## config.mk

```make
export PLATFORM = sky130hd
export DESIGN_NAME = ltrr_ram
export DESIGN_NICKNAME = d
export VERILOG_FILES = /design/src/ltrr_ram.sv
export SDC_FILE = /design/constraint.sdc
export NUM_CORES = 1
export LEC_CHECK = 0
export ABC_AREA = 0
export BUFFER_PORTS_ARGS = -buffer_cell sky130_fd_sc_hd__buf_2
export CAP_MARGIN = 10
export CELL_PAD_IN_SITES_DETAIL_PLACEMENT = 2
export CELL_PAD_IN_SITES_GLOBAL_PLACEMENT = 2
export CORE_MARGIN = 1.5
export CORE_UTILIZATION = 30
export DETAILED_ROUTE_END_ITERATION = 12
export PLACE_DENSITY_LB_ADDON = 0.1
export SKIP_LAST_GASP = 1
export SYNTH_ARGS = -nofsm -noshare
export SYNTH_HDL_FRONTEND = slang
export SYNTH_SLANG_ARGS = --single-unit
export TNS_END_PERCENT = 10
```

## constraint.sdc

```tcl
create_clock -name clk -period 2.4 [get_ports clk]
set_clock_uncertainty 0.05 [all_clocks]
set_input_delay 0.24 -clock clk [delete_from_list [all_inputs] [get_ports clk]]
set_output_delay 0.24 -clock clk [all_outputs]
set_load 0.05 [all_outputs]
```

## src/ltrr_ram.sv

```systemverilog
// Generic single-write, single-read RAM with a registered read port.
// Used for the lock table of the lock table revoke/retry unit; no package dependency.
module ltrr_ram #(
  parameter int WIDTH = 8,
  parameter int DEPTH = 16,
  localparam int AW   = (DEPTH > 1) ? $clog2(DEPTH) : 1
) (
  input  logic             clk,
  input  logic             wr_en,
  input  logic [AW-1:0]    wr_addr,
  input  logic [WIDTH-1:0] wr_data,
  input  logic             rd_en,
  input  logic [AW-1:0]    rd_addr,
  output logic [WIDTH-1:0] rd_data
);

  logic [WIDTH-1:0] mem [DEPTH];

  always_ff @(posedge clk) begin
    if (wr_en) begin
      mem[wr_addr] <= wr_data;
    end
    if (rd_en) begin
      rd_data <= mem[rd_addr];
    end
  end

endmodule

```

==> results of run 1 <==
worst paths after layout:
check               endpoint
setup / recovery  rd_data[4]
hold / removal     mem[6][1]
setup reg to reg  rd_data[6]
hold reg to reg   rd_data[1]
cell usage after synthesis (2+ instances only):
cell,n,area [sq um]
mux4_1,14,367.9
clkdlybuf4s25_2,3,30.03
nand2b_1,2,12.51
nand3b_1,2,15.01
buf_2,3,15.01
nor3_1,4,20.02
buf_6,3,33.78
nor2_1,13,48.80
mux4_2,18,405.4
edfxtp_1,136,4084
a22oi_1,16,120.1
nand2_1,9,33.78
worst max-delay path, cell delays in order:
cell,delay [ns]
buf_2,0.23
buf_4,0.27
mux4_1,0.58
a22oi_1,0.27
nand2_1,0.09
layout by cell type (no fill, tap or decap), types with 2 or more instances in the layout:
| cell | n |
|---|---|
| nand2_1 | 9 |
| clkinv_2 | 5 |
| nand2b_1 | 2 |
| nor2_1 | 13 |
| buf_12 | 2 |
| a22oi_1 | 16 |
| clkbuf_16 | 17 |
| buf_2 | 26 |
| bufinv_16 | 4 |
| buf_4 | 20 |
| edfxtp_1 | 136 |
| nor3_1 | 4 |
| clkinv_1 | 4 |
| nand3b_1 | 2 |
| mux4_2 | 18 |
| mux4_1 | 14 |
report_power, final:
part	switching, mW	internal [mW]
Combinational	0.185	0.108
Clock	0.919	1.71
Sequential	0.0172	2.68
registers in the layout, summed over array words and instances, names as in the netlist:
| register | cells |
|---|---|
| mem | 128 |
| rd_data | 8 |
cell type report:
| cell class | instances | area [sq um] | share of cell area (%) |
|---|---|---|---|
| tap | 225 | 281.5 | 4.446 |
| sequential | 136 | 4084 | 64.49 |
| clock buffer | 18 | 429.2 | 6.777 |
| timing repair buffer | 48 | 320.3 | 5.058 |
| multi-input combinational | 83 | 1057 | 16.70 |
| clock inverter | 13 | 160.2 | 2.529 |
metal layers:
metal | vias to the layer above | wire length, microns
li1 | 1091 | -
met2 | 49 | 5931
met4 | 0 | 228
met3 | 17 | 303
met1 | 1317 | 5659
met5 | - | 0
metrics by stage:
| stage | hold slack, ns | area (sq um) | worst slack [ns] | std cells |
|---|---|---|---|---|
| global placement | 0.5844 | 5743 | 0.3258 | 492 |
| detailed placement | 0.5872 | 5743 | 0.3181 | 492 |
| CTS | 0.1458 | 6332 | 0.7518 | 523 |
| floorplan | 0.2889 | 5228 | 0.6171 | 229 |
| global route | 0.1543 | 6332 | 0.6997 | 523 |
| finish | 0.1652 | 6332 | 0.8142 | 523 |
cell families (layout without fill, tap and decap cells):
logic type,after synthesis,count (layout),share of synthesized area [%]
AND/OR/NAND/NOR,35,35,3.136
buffers and inverters,10,79,1.651
flip-flops,136,136,78.12
AO/OA/AOI/OAI,16,16,2.298
multiplexers,32,32,14.79
==> run_results.csv, run 1 <==
group,metric,value,unit
status,status,"finished clean",
critical_path,critPathMaxFanout,9,
critical_path,r2r_start,"mem[8][6]",
die,die_w,135.0,microns
detailed_routing,drc_errors,0,
synth,syn-num-nets,248,
clocking,cts_sinks,136,
timing,timing.fmax,630.6,MHz
timing,hold_violations,0,
power_and_ir_drop,leakagePower,2.127,nW
detailed_routing,drt.antenna.violating_nets,0,
detailed_routing,wirelength,12.12,mm
die,die_area,0.01823,sq mm
timing,rsz0062_at_grt,"false",
clocking,cts_resized,0,
run,drv_cap,0,
grt,grt.busiest_layer,"met2",
detailed_routing,dr_total_vias,2474,
worst_hold_path,min-delay-start,"wr_data[1]",
timing,setup_viol,0,
timing,final.setup.tns,0,ns
critical_path,arrival,1.69,ns
clocking,h-tree-depth,4,
grt,grt_max_degree,20,
critical_path,critPathLaunchType,"primary input",
timing,tightestPinTransition,0.4451,ns
synth,synth_edf_count,136,
timing,finalMaxSlewViolations,0,
clocking,hold_buffers,0,
detailed_routing,avgViaCountPerCell,4.730,
placed_design,routabilityCongestion,0.6931,
critical_path,path_class,"primary input to flip-flop",
synth,synthDistinctLibCells,18,
synth,ys_seq_area_share,78.12,%
critical_path,cp-end-kind,"flip-flop",
detailed_routing,drtIter0Drc,183,
synth,yosys_warnings,0,
timing,min_period,1.586,ns
worst_hold_path,hold_path_depth,1,
clocking,worstSkewPairLatency,0.41,ns
die,num_rows,48,
die,core-area,0.01718,sq mm
final_layout,nets,305,
synth,synth_cells,229,
clocking,cts_tree,"built",
grt,overflow,0,
die,ioPinCount,27,
clocking,cts_setup_buffers,0,
critical_path,reg2reg_depth,3,
grt,grt_pass1_wl,18.25,mm
synth,syn_avg_cell_area,22.83,sq um
die,start_util,30.43,%
critical_path,cp_data_required_time,2.50,ns
grt,grt_pass1_vias,2816,
final_layout,drive_above_1_share,31.21,%
critical_path,startpoint,"rd_addr[0]",
worst_hold_path,hp-class,"primary input to flip-flop",
clocking,cts.reportedPaths.clkPinSlew,0.06,ns
placed_design,port-buffer-count,26,
final_layout,fin_util,36.87,%
power_and_ir_drop,p_per_area,886.1,mW/mm^2
final_layout,syn2layout_area_growth,21.13,%
grt,grt_use_met1,19.13,%
final_layout,diodes,0,
synth,syn_area,0.005228,sq mm
power_and_ir_drop,power.total,5.611,mW
grt,use_met3,3.266,%
synth,synth_ff_type,"edfxtp_1",
final_layout,fill_cells,1682,
power_and_ir_drop,ir_drop,0.0005344,V
synth,synth-seq-cells,136,
grt,grt_use_total,14.73,%
die,die_h,135.0,microns
detailed_routing,firstDrtPassIters,6,
clocking,cts_root_buf,"clkbuf_16",
synth,synthArstFlopShare,0,%
clocking,cts_buffers,17,
clocking,clk_path_buf_depth,2,
timing,timing.slew.headroom,70.32,%
timing,finalCritPeriodShare,66.07,%
critical_path,ff2ff_setup_slack,0.85,ns
placed_design,hpwl,7.916,mm
detailed_routing,wire_per_inst,23.18,microns
grt,grt_antenna_before_repair,0,
grt,use_met2,23.65,%
(Power assumes the default switching activity.)
==> inputs of run 2 (changes only) <==
- clock period: 2.4 -> 1.6 ns (I/O delays scaled with it)
==> run 2 against run 1 <==
Against the previous run: first-iteration DRC count shrank 38%; cell area rose by 2.6%; final cell count is 1.5% higher; power up 58%; non-clock buffer count is 7 higher; worst hold slack got worse by 0.073 ns; via count shrank 0.77%; global-route usage down 0.33 points; routed wire length down 2.0%; critical endpoint is now rd_data[7]; largest cell class unchanged; highest routed layer unchanged.
==> run_results.csv, run 2 (synthesized netlist as in run 1, its figures left out) <==
group,metric,value,unit
status,status,"finished clean",
timing,final.setup.tns,0,ns
timing,setup_viol,0,
critical_path,crit_family,"multiplexers",
detailed_routing,firstDrtPassIters,4,
detailed_routing,wl_met3,318,microns
final_layout,multi_input_area,0.001074,sq mm
clocking,clk_path_buf_depth,2,
critical_path,cp-end-kind,"flip-flop",
detailed_routing,wire_per_inst,22.38,microns
timing,finalMaxSlewViolations,0,
critical_path,path_class,"flip-flop to flip-flop",
grt,grt_use_total,14.41,%
timing,hold_slack,0.09228,ns
critical_path,worst-path-stages,3,
power_and_ir_drop,p_comb_share,5.3,%
detailed_routing,dr_wl_met2,5.648,mm
detailed_routing,highest_layer,"met4",
detailed_routing,wirelength,11.89,mm
power_and_ir_drop,ir_drop,0.0007192,V
run,drv_cap,0,
power_and_ir_drop,p_per_area,1368,mW/mm^2
final_layout,syn2layout_area_growth,24.25,%
detailed_routing,drtIter0Drc,114,
critical_path,crit_buf_inv,0,
die,die_w,135.0,microns
grt,grt_antenna_before_repair,0,
detailed_routing,drt-met1-wl,5.725,mm
critical_path,critPathLaunchType,"flip-flop",
final_layout,final_cell_mix,"edfxtp_1 (136), buf_2 (26), buf_4 (25), mux4_2 (19), clkbuf_16 (17)",
die,core-area,0.01718,sq mm
grt,overflow,0,
timing,timing.slew.headroom,37.57,%
power_and_ir_drop,leakagePower,2.197,nW
timing,rsz0062_at_grt,"true",
timing,timing.fmax,632.7,MHz
power_and_ir_drop,power_frac_seq,45.4,%
detailed_routing,avgViaCountPerCell,4.623,
final_layout,regArea,0.004084,sq mm
die,die_area,0.01823,sq mm
critical_path,cp_data_required_time,1.70,ns
clocking,cts_root_buf,"clkbuf_16",
clocking,cts_sinks,136,
timing,min_period,1.581,ns
die,num_rows,48,
critical_path,crit_slowest_cell,"mux4_2",
clocking,hold_buffers,0,
critical_path,critPathMaxFanout,1,
final_layout,largest_register,"mem",
final_layout,largestRegisters,"mem x128, rd_data x8",
grt,grt_pass1_vias,2758,
critical_path,cp_cell_sequence,"mux4_2 > a22oi_1 > nand2_1",
clocking,worstSkewPairLatency,0.41,ns
power_and_ir_drop,power.total,8.883,mW
worst_hold_path,hp-class,"primary input to flip-flop",
placed_design,hpwl,8.139,mm
detailed_routing,drc_errors,0,
clocking,cts_tree,"built",
clocking,h-tree-depth,4,
final_layout,diodes,0,
timing,hold_violations,0,
power_and_ir_drop,intPower,7.116,mW
placed_design,port-buffer-count,26,
worst_hold_path,hold_path_depth,1,
die,die_h,135.0,microns
clocking,cts_setup_buffers,0,
timing,finalCritPeriodShare,98.78,%
power_and_ir_drop,clkPwrFrac,49.2,%
critical_path,cpPeakStageDelay,0.48,ns
die,ioPinCount,27,
final_layout,drive_above_1_share,35.29,%
critical_path,reg2reg_depth,3,
die,start_util,30.43,%
final_layout,largest_reg_flops,128,
power_and_ir_drop,switching_share,19.89,%
final_layout,final_common_cell,"edfxtp_1",
detailed_routing,drt.antenna.violating_nets,0,
placed_design,routabilityCongestion,0.6791,
final_layout,fill_cells,1678,
critical_path,arrival,1.68,ns
power_and_ir_drop,p_sw,1.767,mW
clocking,cts_buffers,17,
grt,grt_pass1_wl,17.97,mm
detailed_routing,dr_total_vias,2455,
grt,grt_max_degree,17,
final_layout,nets,312,
timing,tightestPinTransition,0.9330,ns
clocking,cts.reportedPaths.clkPinSlew,0.06,ns
## run 2: cell type report
type / count / area share, %
multi-input combinational: 83 / 16.53
tap: 225 / 4.334
clock buffer: 19 / 6.665
timing repair buffer: 55 / 6.126
clock inverter: 13 / 3.468
sequential: 136 / 62.88
## run 2: worst paths after layout
kind / from / endpoint / slack [ns]
worst max-delay path: mem[11][7] / rd_data[7] / 0.02
worst min-delay path: wr_data[1] / mem[7][1] / 0.09
worst max register to register: mem[11][7] / rd_data[7] / 0.02
worst min register to register: mem[8][3] / rd_data[3] / 0.70
## run 2: repair_timing
item / CTS / global route
endpoints found under the hold margin: 0 / 0
resized for setup: 1 / 3
setup endpoints to repair: 2 / 7
## run 2: power groups by stage
stage | Clock (mW) | Combinational, mW | Sequential, mW
global route | 4.62 | 0.518 | 4.04
global placement | 0 | 0.476 | 4.11
CTS | 4.48 | 0.487 | 4.04
finish | 4.37 | 0.474 | 4.03
floorplan | 0 | 0.203 | 4.17
detailed placement | 0 | 0.484 | 4.11
## run 2: metal layers
metal / vias up / global-route usage (%)
li1: 1108 / -
met1: 1288 / 19.52
met2: 43 / 22.39
met3: 16 / 3.679
met4: 0 / 5.496
met5: - / 0
## run 2: through the flow
stage                     cells  setup WS (ns)  util, %  area, sq um
after floorplan             229         0.1076        -         5233
after global placement      499        -0.2245    33.92         5826
after detailed placement    499        -0.2222    33.92         5826
after CTS                   531      -0.008067    37.78         6489
after global routing        531       -0.03618    37.81         6495
final                       531        0.01950    37.81         6495
==> inputs of run 3 (changes only) <==
- CTS_BUF_LIST: default -> sky130_fd_sc_hd__clkbuf_16
- PLACE_DENSITY_LB_ADDON: 0.1 -> 0.12
==> run 3 against run 2 <==
Against the previous run: critical path depth is the same; largest power group is now registers; flip-flop and latch count is the same; register-to-register slack about the same; non-clock buffer count decreased by 3; sequential share of layout area is 1.3 points higher.
==> run_results.csv, run 3 (synthesized netlist as in run 1, its figures left out) <==
group,metric,value,unit
die,die_area,0.01823,sq mm
power_and_ir_drop,ir_drop,0.0006836,V
detailed_routing,drc_errors,0,
critical_path,cp_cell_sequence,"mux4_1 > a22oi_2 > nand2_1",
final_layout,drive_above_1_share,33.66,%
final_layout,final_cell_mix,"edfxtp_1 (136), buf_2 (26), buf_4 (22), mux4_2 (18), clkbuf_16 (17)",
clocking,cts_sinks,136,
final_layout,diodes,0,
timing,rsz0062_at_grt,"true",
power_and_ir_drop,leakagePower,2.144,nW
final_layout,nets,309,
worst_hold_path,hp-class,"primary input to flip-flop",
timing,finalCritPeriodShare,99.46,%
detailed_routing,firstDrtPassIters,4,
timing,setup_viol,0,
timing,timing.final.ws_setup,0.008618,ns
die,die_w,135.0,microns
timing,timing.slew.headroom,39.43,%
die,start_util,30.43,%
final_layout,final_cell_area,0.006366,sq mm
detailed_routing,drtIter0Drc,189,
die,num_rows,48,
placed_design,place_area,0.005803,sq mm
detailed_routing,wire_per_inst,22.74,microns
clocking,cts.reportedPaths.clkPinSlew,0.06,ns
final_layout,final_common_cell,"edfxtp_1",
final_layout,largestRegisters,"mem x128, rd_data x8",
detailed_routing,avgViaCountPerCell,4.680,
grt,grt_antenna_before_repair,0,
timing,final.setup.tns,0,ns
critical_path,crit_slowest_cell,"mux4_1",
placed_design,pre_cts_slack,-0.2709,ns
die,ioPinCount,27,
critical_path,crit_buf_inv,0,
critical_path,path_class,"flip-flop to flip-flop",
critical_path,cp-end-kind,"flip-flop",
placed_design,hpwl,8.137,mm
critical_path,critPathMaxFanout,1,
final_layout,fill_cells,1682,
detailed_routing,dr_total_vias,2471,
clocking,clk_path_buf_depth,2,
final_layout,largest_reg_flops,128,
status,status,"finished clean",
critical_path,critPathLaunchType,"flip-flop",
placed_design,routabilityCongestion,0.6719,
grt,grt_pass1_vias,2833,
timing,min_period,1.591,ns
critical_path,crit_family,"multiplexers",
critical_path,arrival,1.70,ns
critical_path,cpPeakStageDelay,0.53,ns
clocking,h-tree-depth,4,
grt,grt_use_total,14.93,%
clocking,worstSkewPairLatency,0.42,ns
final_layout,largest_register,"mem",
power_and_ir_drop,p_per_area,1275,mW/mm^2
grt,grt_max_degree,23,
detailed_routing,drt.antenna.violating_nets,0,
clocking,cts_root_buf,"clkbuf_16",
timing,tightestPinTransition,0.9051,ns
final_layout,syn2layout_area_growth,21.78,%
die,core-area,0.01718,sq mm
detailed_routing,wirelength,12.01,mm
die,die_h,135.0,microns
power_and_ir_drop,power.total,8.120,mW
grt,grt_pass1_wl,18.48,mm
critical_path,cp_data_required_time,1.71,ns
clocking,cts_buffers,17,
grt,overflow,0,
timing,finalMaxSlewViolations,0,
placed_design,port-buffer-count,26,
run,drv_cap,0,
timing,timing.fmax,628.4,MHz
clocking,cts_tree,"built",
clocking,cts_setup_buffers,0,
timing,hold_violations,0,
## run 3: routing by layer
layer | vias to the layer above | track usage [%] | wire length (microns)
li1 | 1102 | - | -
met1 | 1311 | 19.82 | 5566
met2 | 43 | 23.48 | 5862
met3 | 15 | 3.641 | 393
met4 | 0 | 6.452 | 186
met5 | - | 0 | 0
## run 3: worst paths after layout
path	depth (start not counted)	to	slack, ns	start
worst max register to register	3	rd_data[3]	0.009	mem[1][3]
worst min register to register	3	rd_data[6]	0.69	mem[14][6]
worst min-delay path	1	mem[6][1]	0.08	wr_data[1]
worst max-delay path	3	rd_data[3]	0.009	mem[1][3]
## run 3: report_power, final
| part | switching, mW | internal (mW) |
|---|---|---|
| combinational | 0.290 | 0.176 |
| sequential | 0.0222 | 4.02 |
| clock | 1.38 | 2.23 |
| total | 1.70 | 6.42 |
## run 3: layout make-up
cell class                 instances  area, sq um  share of cell area (%)
multi-input combinational         83         1082                   17.00
clock buffer                      17        425.4                   6.682
sequential                       136         4084                   64.15
clock inverter                    15        117.6                   1.847
timing repair buffer              52        375.4                   5.896
tap                              225        281.5                   4.422
## run 3: metrics by stage
stage	instances	hold WS [ns]	utilization, %
floorplan	229	0.2089	-
global placement	496	0.5046	33.79
detailed placement	496	0.5105	33.79
CTS	528	0.06337	36.98
global route	528	0.06767	37.06
finish	528	0.08034	37.06
## run 3: what timing repair did
item,in CTS,in global routing
hold buffers,0,0
endpoints found under the setup margin,2,6
resized for setup,1,3
