[src/ltrr_pkg.sv]
// Package for the lock table revoke/retry unit.
// Holds the item types, the lock mode, status and notice codes, and the default sizes.
// Depends on nothing; ltrr_decide and the top level use it.
package ltrr_pkg;

  localparam int LOCK_COUNT_DEF   = 256;
  localparam int CLIENT_COUNT_DEF = 16;

  localparam int INDEX_W  = 8;
  localparam int CLIENT_W = 4;
  localparam int MODE_W   = 2;

  typedef enum logic [MODE_W-1:0] {
    MODE_FREE     = 2'd0,
    MODE_LOCKED   = 2'd1,
    MODE_WAITING  = 2'd2,
    MODE_RETRYING = 2'd3
  } mode_t;

  typedef enum logic [1:0] {
    ST_OK    = 2'd0,
    ST_RETRY = 2'd1,
    ST_IOERR = 2'd2
  } status_t;

  typedef enum logic [1:0] {
    NOTE_NONE   = 2'd0,
    NOTE_REVOKE = 2'd1,
    NOTE_RETRY  = 2'd2
  } note_t;

  typedef enum logic {
    ACT_ACQUIRE = 1'b0,
    ACT_RELEASE = 1'b1
  } action_t;

  typedef struct packed {
    action_t              action;
    logic [INDEX_W-1:0]   lock_index;
    logic [CLIENT_W-1:0]  client;
  } req_t;

  typedef struct packed {
    status_t              status;
    note_t                notify_kind;
    logic [CLIENT_W-1:0]  notify_client;
  } rsp_t;

endpackage

[src/ltrr_decide.sv]
// Next-entry and result logic for one request against one lock table entry.
// Purely combinational; depends on ltrr_pkg for item types and codes.
module ltrr_decide #(
  parameter int LOCK_COUNT   = ltrr_pkg::LOCK_COUNT_DEF,
  parameter int CLIENT_COUNT = ltrr_pkg::CLIENT_COUNT_DEF
) (
  input  ltrr_pkg::req_t                   req,
  input  ltrr_pkg::mode_t                  mode,
  input  logic [ltrr_pkg::CLIENT_W-1:0]    owner,
  input  logic [CLIENT_COUNT-1:0]          mask,
  output logic                             wr_en,
  output ltrr_pkg::mode_t                  mode_next,
  output logic [ltrr_pkg::CLIENT_W-1:0]    owner_next,
  output logic [CLIENT_COUNT-1:0]          mask_next,
  output ltrr_pkg::rsp_t                   rsp
);

  logic                          in_range;
  logic                          is_owner;
  logic [CLIENT_COUNT-1:0]       client_bit;
  logic [CLIENT_COUNT-1:0]       mask_less;
  logic [ltrr_pkg::CLIENT_W-1:0] lowest;

  always_comb begin
    for (int i = 0; i < CLIENT_COUNT; i++) begin
      client_bit[i] = ({28'd0, req.client} == 32'(i));
    end
  end

  // Lowest-numbered waiter, as a priority encoder.
  always_comb begin
    lowest = '0;
    for (int i = CLIENT_COUNT - 1; i >= 0; i--) begin
      if (mask[i]) begin
        lowest = ltrr_pkg::CLIENT_W'(i);
      end
    end
  end

  assign in_range  = ({24'd0, req.lock_index} < 32'(LOCK_COUNT)) &&
                     ({28'd0, req.client} < 32'(CLIENT_COUNT));
  assign is_owner  = (owner == req.client);
  assign mask_less = mask & ~client_bit;

  always_comb begin
    wr_en             = in_range;
    mode_next         = mode;
    owner_next        = owner;
    mask_next         = mask;
    rsp.status        = ltrr_pkg::ST_OK;
    rsp.notify_kind   = ltrr_pkg::NOTE_NONE;
    rsp.notify_client = '0;
    if (!in_range) begin
      rsp.status = ltrr_pkg::ST_IOERR;
    end else if (req.action == ltrr_pkg::ACT_ACQUIRE) begin
      unique case (mode)
        ltrr_pkg::MODE_FREE: begin
          mode_next  = ltrr_pkg::MODE_LOCKED;
          owner_next = req.client;
        end
        ltrr_pkg::MODE_LOCKED: begin
          if (!is_owner) begin
            mode_next         = ltrr_pkg::MODE_WAITING;
            mask_next         = mask | client_bit;
            rsp.status        = ltrr_pkg::ST_RETRY;
            rsp.notify_kind   = ltrr_pkg::NOTE_REVOKE;
            rsp.notify_client = owner;
          end
        end
        ltrr_pkg::MODE_WAITING: begin
          if (!is_owner) begin
            mask_next  = mask | client_bit;
            rsp.status = ltrr_pkg::ST_RETRY;
          end
        end
        ltrr_pkg::MODE_RETRYING: begin
          if ((mask & client_bit) != '0) begin
            mask_next  = mask_less;
            owner_next = req.client;
            if (mask_less != '0) begin
              mode_next         = ltrr_pkg::MODE_WAITING;
              rsp.notify_kind   = ltrr_pkg::NOTE_REVOKE;
              rsp.notify_client = req.client;
            end else begin
              mode_next = ltrr_pkg::MODE_LOCKED;
            end
          end else begin
            mask_next  = mask | client_bit;
            rsp.status = ltrr_pkg::ST_RETRY;
          end
        end
        default: begin
          rsp.status = ltrr_pkg::ST_IOERR;
        end
      endcase
    end else begin
      unique case (mode)
        ltrr_pkg::MODE_LOCKED: begin
          if (is_owner) begin
            mode_next  = ltrr_pkg::MODE_FREE;
            owner_next = '0;
          end
        end
        ltrr_pkg::MODE_WAITING: begin
          if (is_owner) begin
            owner_next = '0;
            if (mask != '0) begin
              mode_next         = ltrr_pkg::MODE_RETRYING;
              rsp.notify_kind   = ltrr_pkg::NOTE_RETRY;
              rsp.notify_client = lowest;
            end else begin
              mode_next = ltrr_pkg::MODE_FREE;
            end
          end
        end
        default: begin
          rsp.status = ltrr_pkg::ST_IOERR;
        end
      endcase
    end
  end

endmodule

[config.mk]
export PLATFORM = sky130hd
export DESIGN_NAME = ltrr_decide
export DESIGN_NICKNAME = d
export VERILOG_FILES = /design/src/ltrr_pkg.sv /design/src/ltrr_decide.sv
export SDC_FILE = /design/constraint.sdc
export NUM_CORES = 1
export LEC_CHECK = 0
export ABC_AREA = 1
export BUFFER_PORTS_ARGS = -buffer_cell sky130_fd_sc_hd__clkbuf_2
export CAP_MARGIN = 20
export CORE_MARGIN = 2
export CORE_UTILIZATION = 45
export DETAILED_ROUTE_END_ITERATION = 8
export GPL_TIMING_DRIVEN = 1
export PLACE_DENSITY = 0.75
export SETUP_SLACK_MARGIN = 0.15
export SLEW_MARGIN = 10
export SYNTH_ARGS = -nofsm -noshare
export SYNTH_HDL_FRONTEND = slang
export SYNTH_SLANG_ARGS = --single-unit
[constraint.sdc]
create_clock -name vclk -period 2.74
set_clock_uncertainty 0.15 [all_clocks]
set_input_delay 0.274 -clock vclk [all_inputs]
set_output_delay 0.274 -clock vclk [all_outputs]
set_load 0.02 [all_outputs]
==> results_dict.tcl, run 1 <==
set metrics [dict create \
    synth.cell_area_um2 1670 \
    power.density_nw_per_um2 190 \
    die_y_um 64.8 \
    m1WireLength_mm 2.47 \
    power_leakage_nw 1.08 \
    min_from "owner[3]" \
    multi_input_area_um2 1450 \
    holdPathStages 4 \
    ys_types 26 \
    worstSetupStartpointType "input port" \
    setup.worst_path.start "req[2]" \
    route.detailed.drc 0 \
    grt.overflow.total 0 \
    die_x_um 64.8 \
    regArea_um2 0 \
    cp_slowest_cell "buf_2" \
    final_cell_mix "nand2_1, clkbuf_2, nor2_1" \
    cp_slowest_stage_delay_ns 0.20 \
    fin_area_um2 2010 \
    nFlopsAndLatches 0 \
    tns_ns 0 \
    maxCapViolations 0 \
    fmax_mhz 408 \
    area_delta_synth_final_pct 20.4 \
    ant_nets 0 \
    postLayoutCoreUtil_pct 55.6 \
    grt_antenna_before_repair 0 \
    hpwl_mm 4.51 \
    maxSlewViolCount 0 \
    worst-endpoint-required_ns 2.32 \
    ioPinCount 66 \
    fin_nets 456 \
    synth.avg_cell_area_um2 4.55 \
    synth.yosys.seq_area_share_pct 0 \
    grt_pass1_vias 2114 \
    endpoint_kind "output pin" \
    ctsHoldBuffers 0 \
    met3_length_um 599 \
    min_period_ns 2.45 \
    wl_per_cell_um 12.5 \
    outcome "completed" \
    nClkBuffers 0 \
    rsz0062_at_grt "false" \
    dieArea_um2 4200 \
    drtIter0Drc 241 \
    first_pass_iters 5 \
    placed_area_um2 1980 \
    postSynthCellCount 366 \
    cpMostUsedCell "nand2_1" \
    critical_path.max_fanout 16 \
    top_layer_used "met4" \
    initial_core_util_pct 46.2 \
    final_common_cell "nand2_1" \
    wirelength_mm 5.76 \
    numPortBuffers 57 \
    holdPathEnd "owner_next[3]" \
    grt_pass1_wl_mm 9.44 \
    finalCritPeriodShare_pct 89.6 \
    slew_headroom_pct 65.8 \
    hold_viol_final 0 \
    vias 2538 \
    fillCellCount 410 \
    worst_ep_arrival_time_ns 2.03 \
    synth_nets 406 \
    yosysWarnings 0 \
    worst_pin_slew_ns 0.513 \
    grt_use_total_pct 26.9 \
    place.gp.congestion 0.964 \
    rows 22 \
    grt_start_max_net_pins 18 \
    diodes 0 \
    avgViaCountPerCell 5.49 \
    wl_met2_mm 2.67 \
    vdd_drop_max_mv 0.0900 \
    worst-setup-path-type "input port to output pin" \
    path_cells "clkbuf_2, nand2_2, inv_1, nand2_1, o21ai_0, nor2_1, nand2_1, nor2_2, nand2_2, clkinv_4, nand2_1, a22oi_1, buf_2" \
    setup_viol 0 \
    core_um2 3610 \
    drive_gt1_share_pct 19.8 \
    hp-class "input port to output pin" \
]
-- Yosys cell counts (all sizes together), types with 5 or more instances --
cell type / n / area [um^2]
nand3: 14 / 70.1
clkbuf: 9 / 33.8
a22oi: 14 / 105
inv: 40 / 150
buf: 6 / 46.3
nor3: 17 / 85.1
a21oi: 32 / 160
nand2: 131 / 512
ha: 5 / 62.6
o21ai: 29 / 145
nor2: 56 / 210
-- cell families (layout without fill, tap and decap cells) --
logic type	Yosys count	after routing	synth area share [%]
other	1	1	0.225
AND/OR/NAND/NOR	226	226	55.7
XOR/XNOR	2	2	1.05
adder cells (fa/ha/maj)	5	5	3.76
buffers and inverters	55	103	13.8
AO/OA/AOI/OAI	77	77	25.4
-- cell type report --
cell class | instances | area share, %
Timing Repair Buffer | 63 | 16.8
Tap cell | 48 | 2.99
Multi-Input combinational cell | 311 | 72.4
Inverter | 40 | 7.74
-- metrics by stage --
stage	instances	total power [W]	setup WS (ns)	hold slack, ns
after floorplan	366	0.000253	0.494	0.571
after global placement	462	0.000361	0.165	0.769
after detailed placement	462	0.000367	0.127	0.772
after CTS	462	0.000368	0.216	0.775
after global routing	462	0.000418	0.151	0.827
final	462	0.000381	0.286	0.777
-- how the worst max path moves through the flow --
stage	to	cells past startpoint
after global routing	mask_next[6]	14
after global placement	mask_next[6]	13
after floorplan	mask_next[11]	13
final	mask_next[6]	13
after CTS	mask_next[3]	13
after detailed placement	mask_next[3]	13
-- worst max-delay path, delay by kind of cell --
kind / cells / cell delay [ns]
and+or+nand+nor: 7 / 0.88
buffers and inverters: 4 / 0.56
AOI/OAI and AO/OA: 2 / 0.30
-- per-layer routing --
layer  vias up  track usage, %
met3         7            1.04
met5         -               0
met4         0            2.39
met1      1088            38.4
li1       1278               -
met2       165            46.1
-- power breakdown --
part           internal (W)  switching, W
sequential                0             0
combinational      0.000124      0.000257
clock                     0             0
total              0.000124      0.000257
-- what timing repair did --
action,in CTS,in global routing
resized for setup,1,18
setup endpoints to repair,2,24
buffers inserted,0,0
(Power assumes the default switching activity.)
==> inputs of run 2 (changes only) <==
--- a/config.mk
+++ b/config.mk
@@ -11,7 +11,7 @@
 export CORE_MARGIN = 2
 export CORE_UTILIZATION = 45
 export DETAILED_ROUTE_END_ITERATION = 8
-export GPL_TIMING_DRIVEN = 1
+export GPL_TIMING_DRIVEN = 0
 export PLACE_DENSITY = 0.75
 export SETUP_SLACK_MARGIN = 0.15
 export SLEW_MARGIN = 10
==> run 2 against run 1 <==
  * Routed wire length grew 7.4%
  * Hold slack gained 0.013 ns
  * Flip-flop and latch count is the same
  * Clock-buffer cell count is the same
  * Total power grew 2.7%
  * Global-route usage grew 1.3 points
  * First-iteration DRC count grew 24%
  * Largest power group unchanged
==> results_dict.tcl, run 2 (same netlist as run 1, synthesis figures left out) <==
set metrics [dict create \
    grt_start_max_net_pins 11 \
    diodes 0 \
    route.detailed.drc 0 \
    power_leakage_nw 1.11 \
    hold_viol_final 0 \
    holdPathStages 4 \
    endpoint_kind "output pin" \
    vias 2566 \
    regArea_um2 0 \
    met2_usage_pct 50.6 \
    setup_viol 0 \
    finalCritPeriodShare_pct 92.2 \
    area_delta_synth_final_pct 23.7 \
    gr-usage-met3_pct 0.521 \
    min_period_ns 2.52 \
    wirelength_mm 6.19 \
    maxCapViolations 0 \
    hp-class "input port to output pin" \
    fin_ws_ns 0.215 \
    grt_antenna_before_repair 0 \
    postLayoutCoreUtil_pct 57.1 \
    multi_input_area_um2 1480 \
    initial_core_util_pct 46.2 \
    dieArea_um2 4200 \
    grt_pass1_vias 2251 \
    fmax_mhz 396 \
    tns_ns 0 \
    die_y_um 64.8 \
    nFlopsAndLatches 0 \
    grt_pass1_wl_mm 9.73 \
    grt_use_met1_pct 38.9 \
    worst-endpoint-required_ns 2.32 \
    wl_per_cell_um 13.2 \
    power.total_w 0.000391 \
    drive_gt1_share_pct 20.0 \
    post-place-ws_ns 0.114 \
    numPortBuffers 53 \
    rsz0062_at_grt "true" \
    drtIter0Drc 300 \
    outcome "completed" \
    grt.overflow.total 0 \
    worst_pin_slew_ns 0.566 \
    first_pass_iters 5 \
    place.gp.congestion 1.04 \
    worst_ep_arrival_time_ns 2.10 \
    vdd_drop_max_mv 0.115 \
    power.density_nw_per_um2 190 \
    fin_nets 463 \
    worstSetupStartpointType "input port" \
    nClkBuffers 0 \
    final_cell_mix "nand2_1, clkbuf_2, nor2_1" \
    final_cells 469 \
    worst-setup-path-type "input port to output pin" \
    placed_cells 467 \
    ioPinCount 66 \
    maxSlewViolCount 0 \
    die_x_um 64.8 \
    final_common_cell "nand2_1" \
    slew_headroom_pct 62.3 \
    grt.busiest_layer "met2" \
    fillCellCount 419 \
    critical_path.max_fanout 10 \
    core_um2 3610 \
    grt_use_total_pct 28.2 \
    avgViaCountPerCell 5.47 \
    ant_nets 0 \
    rows 22 \
    ctsHoldBuffers 0 \
    hpwl_mm 4.80 \
]
run 2: per-stage QoR:
stage,instance area [um^2],hold WS [ns]
3_3_place_gp,1990,0.781
4_1_cts,1990,0.786
5_1_grt,2060,0.824
2_1_floorplan,1670,0.571
6_report,2060,0.790
3_5_place_dp,1990,0.783
run 2: final timing paths:
kind	startpoint	endpoint
max	req[0]	mask_next[15]
min	owner[3]	owner_next[3]
run 2: metal layers:
layer	up-vias	wire length, um
met5	-	0
met4	0	27
met3	7	641
met2	150	2940
met1	1114	2580
li1	1295	-
run 2: repair_timing:
item                       CTS  global route
buffers inserted             0             2
pin swaps                    0             2
setup endpoints to repair    4            24
resized for setup            1            24
run 2: worst max-delay path: stages:
cell     delay [ns]
buf_4          0.15
nand2_2        0.16
nor2_1         0.10
nand2_1        0.06
o21ai_0        0.12
nor2_2         0.16
nand2_1        0.08
nor2_2         0.15
nand2_2        0.11
inv_4          0.11
buf_6          0.15
nand2_1        0.06
a31oi_1        0.19
buf_2          0.20
run 2: power breakdown:
group	total (W)	switching, W	internal, W
clock network	0	0	0
registers	0	0	0
logic	0.000391	0.000264	0.000126
total	0.000391	0.000264	0.000126
run 2: final cells by class:
type               instances  share of cell area [%]
well taps                 48                    2.92
plain buffers             15                    4.07
inverters                 40                    7.41
repair buffers            55                    13.7
multi-input cells        311                    71.9
==> inputs of run 3 (changes only) <==
--- a/config.mk
+++ b/config.mk
@@ -6,13 +6,12 @@
 export NUM_CORES = 1
 export LEC_CHECK = 0
 export ABC_AREA = 1
-export BUFFER_PORTS_ARGS = -buffer_cell sky130_fd_sc_hd__clkbuf_2
 export CAP_MARGIN = 20
 export CORE_MARGIN = 2
 export CORE_UTILIZATION = 45
 export DETAILED_ROUTE_END_ITERATION = 8
+export DONT_BUFFER_PORTS = 1
 export GPL_TIMING_DRIVEN = 0
-export PLACE_DENSITY = 0.75
 export SETUP_SLACK_MARGIN = 0.15
 export SLEW_MARGIN = 10
 export SYNTH_ARGS = -nofsm -noshare
==> constraint.sdc (replaced) <==
create_clock -name vclk -period 2.35
set_clock_uncertainty 0.15 [all_clocks]
set_input_delay 0.235 -clock vclk [all_inputs]
set_output_delay 0.235 -clock vclk [all_outputs]
set_load 0.02 [all_outputs]
==> run 3 against run 2 <==
  * Hold slack worse by 0.29 ns
  * Total power up 20%
  * Setup slack worse by 0.031 ns
  * Clock-buffer cell count unchanged
  * Combinational power up 19%
  * Final cell count down 9.6%
  * Critical path depth down 1
  * Routed wire length up 3.1%
  * Flip-flop and latch count unchanged
  * Global-route usage up 0.80 points
  * Die area unchanged
  * Critical endpoint is now mask_next[3]
  * Largest power group unchanged
  * Highest routed layer unchanged
==> results_dict.tcl, run 3 (same netlist as run 1, synthesis figures left out) <==
set metrics [dict create \
    critical_path.max_fanout 9 \
    rsz0062_at_grt "true" \
    power_leakage_nw 0.983 \
    finalCritPeriodShare_pct 92.2 \
    endpoint_kind "output pin" \
    min_period_ns 2.17 \
    ioPinCount 66 \
    rows 22 \
    path_buf_inv 3 \
    wl_per_cell_um 15.1 \
    p_int_w 0.000153 \
    dieArea_um2 4200 \
    place.gp.congestion 0.934 \
    initial_core_util_pct 46.2 \
    ctsHoldBuffers 0 \
    maxCapViolations 0 \
    power.density_nw_per_um2 214 \
    die_y_um 64.8 \
    numPortBuffers 0 \
    cp.depth 13 \
    worst-setup-path-type "input port to output pin" \
    ant_nets 0 \
    p_sw_share_pct 67.3 \
    worst-endpoint-required_ns 1.97 \
    critical-path-top-delay-family "simple AND/OR/NAND/NOR gates" \
    first_pass_iters 5 \
    drtIter0Drc 151 \
    nClkBuffers 0 \
    fin_area_um2 2180 \
    core_um2 3610 \
    grt_use_total_pct 29.0 \
    wirelength_mm 6.38 \
    placed_area_um2 1730 \
    clock_power_share_pct 0 \
    drive_gt1_share_pct 23.4 \
    final_cell_mix "nand2_1, inv_1, nor2_1" \
    comb_power_share_pct 100.0 \
    power.total_w 0.000467 \
    postLayoutCoreUtil_pct 60.4 \
    grt.overflow.total 0 \
    p_switching_w 0.000315 \
    grt_start_max_net_pins 11 \
    fmax_mhz 462 \
    path_cells "buf_12, nand2_4, nor2_2, nand2_1, o21ai_2, nor2_2, nand2_1, nor2_2, nand2_2, clkinv_4, buf_8, nand2_1, a22oi_2" \
    fillCellCount 368 \
    worstSetupStartpointType "input port" \
    final_common_cell "nand2_1" \
    worst_ep_arrival_time_ns 1.78 \
    area_delta_synth_final_pct 30.9 \
    grt_pass1_wl_mm 10.0 \
    grt_pass1_vias 2211 \
    vias 2491 \
    hpwl_mm 4.66 \
    fin_nets 418 \
    grt_antenna_before_repair 0 \
    hold_viol_final 0 \
    vdd_drop_max_mv 0.112 \
    hp-class "input port to output pin" \
    holdPathStages 2 \
    cp_slowest_cell "a22oi_2" \
    avgViaCountPerCell 5.88 \
    diodes 0 \
    route.detailed.drc 0 \
    regArea_um2 0 \
    multi_input_area_um2 1730 \
    seqPwrFrac_pct 0 \
    setup_viol 0 \
    die_x_um 64.8 \
    nFlopsAndLatches 0 \
    maxSlewViolCount 0 \
    cp_slowest_stage_delay_ns 0.28 \
    outcome "completed" \
]
-- run 3: final cells by class --
type,count,area share [%]
multi-input cells,311,79.3
repair buffers,10,4.25
plain buffers,15,6.03
well taps,48,2.76
inverters,40,7.69
-- run 3: power by group through the flow --
stage	logic, W	registers [W]	clock network (W)
after floorplan	0.000295	0	0
after global placement	0.000355	0	0
after detailed placement	0.000360	0	0
after CTS	0.000403	0	0
after global routing	0.000505	0	0
final	0.000467	0	0
-- run 3: repair_timing --
item	CTS	global route
setup buffers	8	1
resized for setup	38	66
cloned	0	1
endpoints found under the setup margin	26	28
pin swaps	13	9
-- run 3: metal layers --
| metal | track usage (%) | up-vias | share of wire [%] |
|---|---|---|---|
| met5 | 0 | - | 0 |
| met4 | 9.57 | 0 | 2.1 |
| met3 | 3.30 | 18 | 10 |
| met2 | 47.7 | 133 | 47 |
| met1 | 39.2 | 1136 | 41 |
| li1 | - | 1204 | - |
-- run 3: path summary, 6_finish.rpt --
| path | from | endpoint | slack, ns |
|---|---|---|---|
| max | req[0] | mask_next[3] | 0.18 |
| min | owner[3] | owner_next[3] | 0.50 |
-- run 3: stage by stage --
stage | hold slack, ns | std cells | TNS (ns) | worst slack, ns
floorplan | 0.493 | 366 | 0 | 0.182
global placement | 0.508 | 414 | -2.52 | -0.233
detailed placement | 0.510 | 414 | -2.69 | -0.241
CTS | 0.509 | 422 | 0 | 0.129
global route | 0.504 | 424 | 0 | 0.0781
finish | 0.501 | 424 | 0 | 0.184
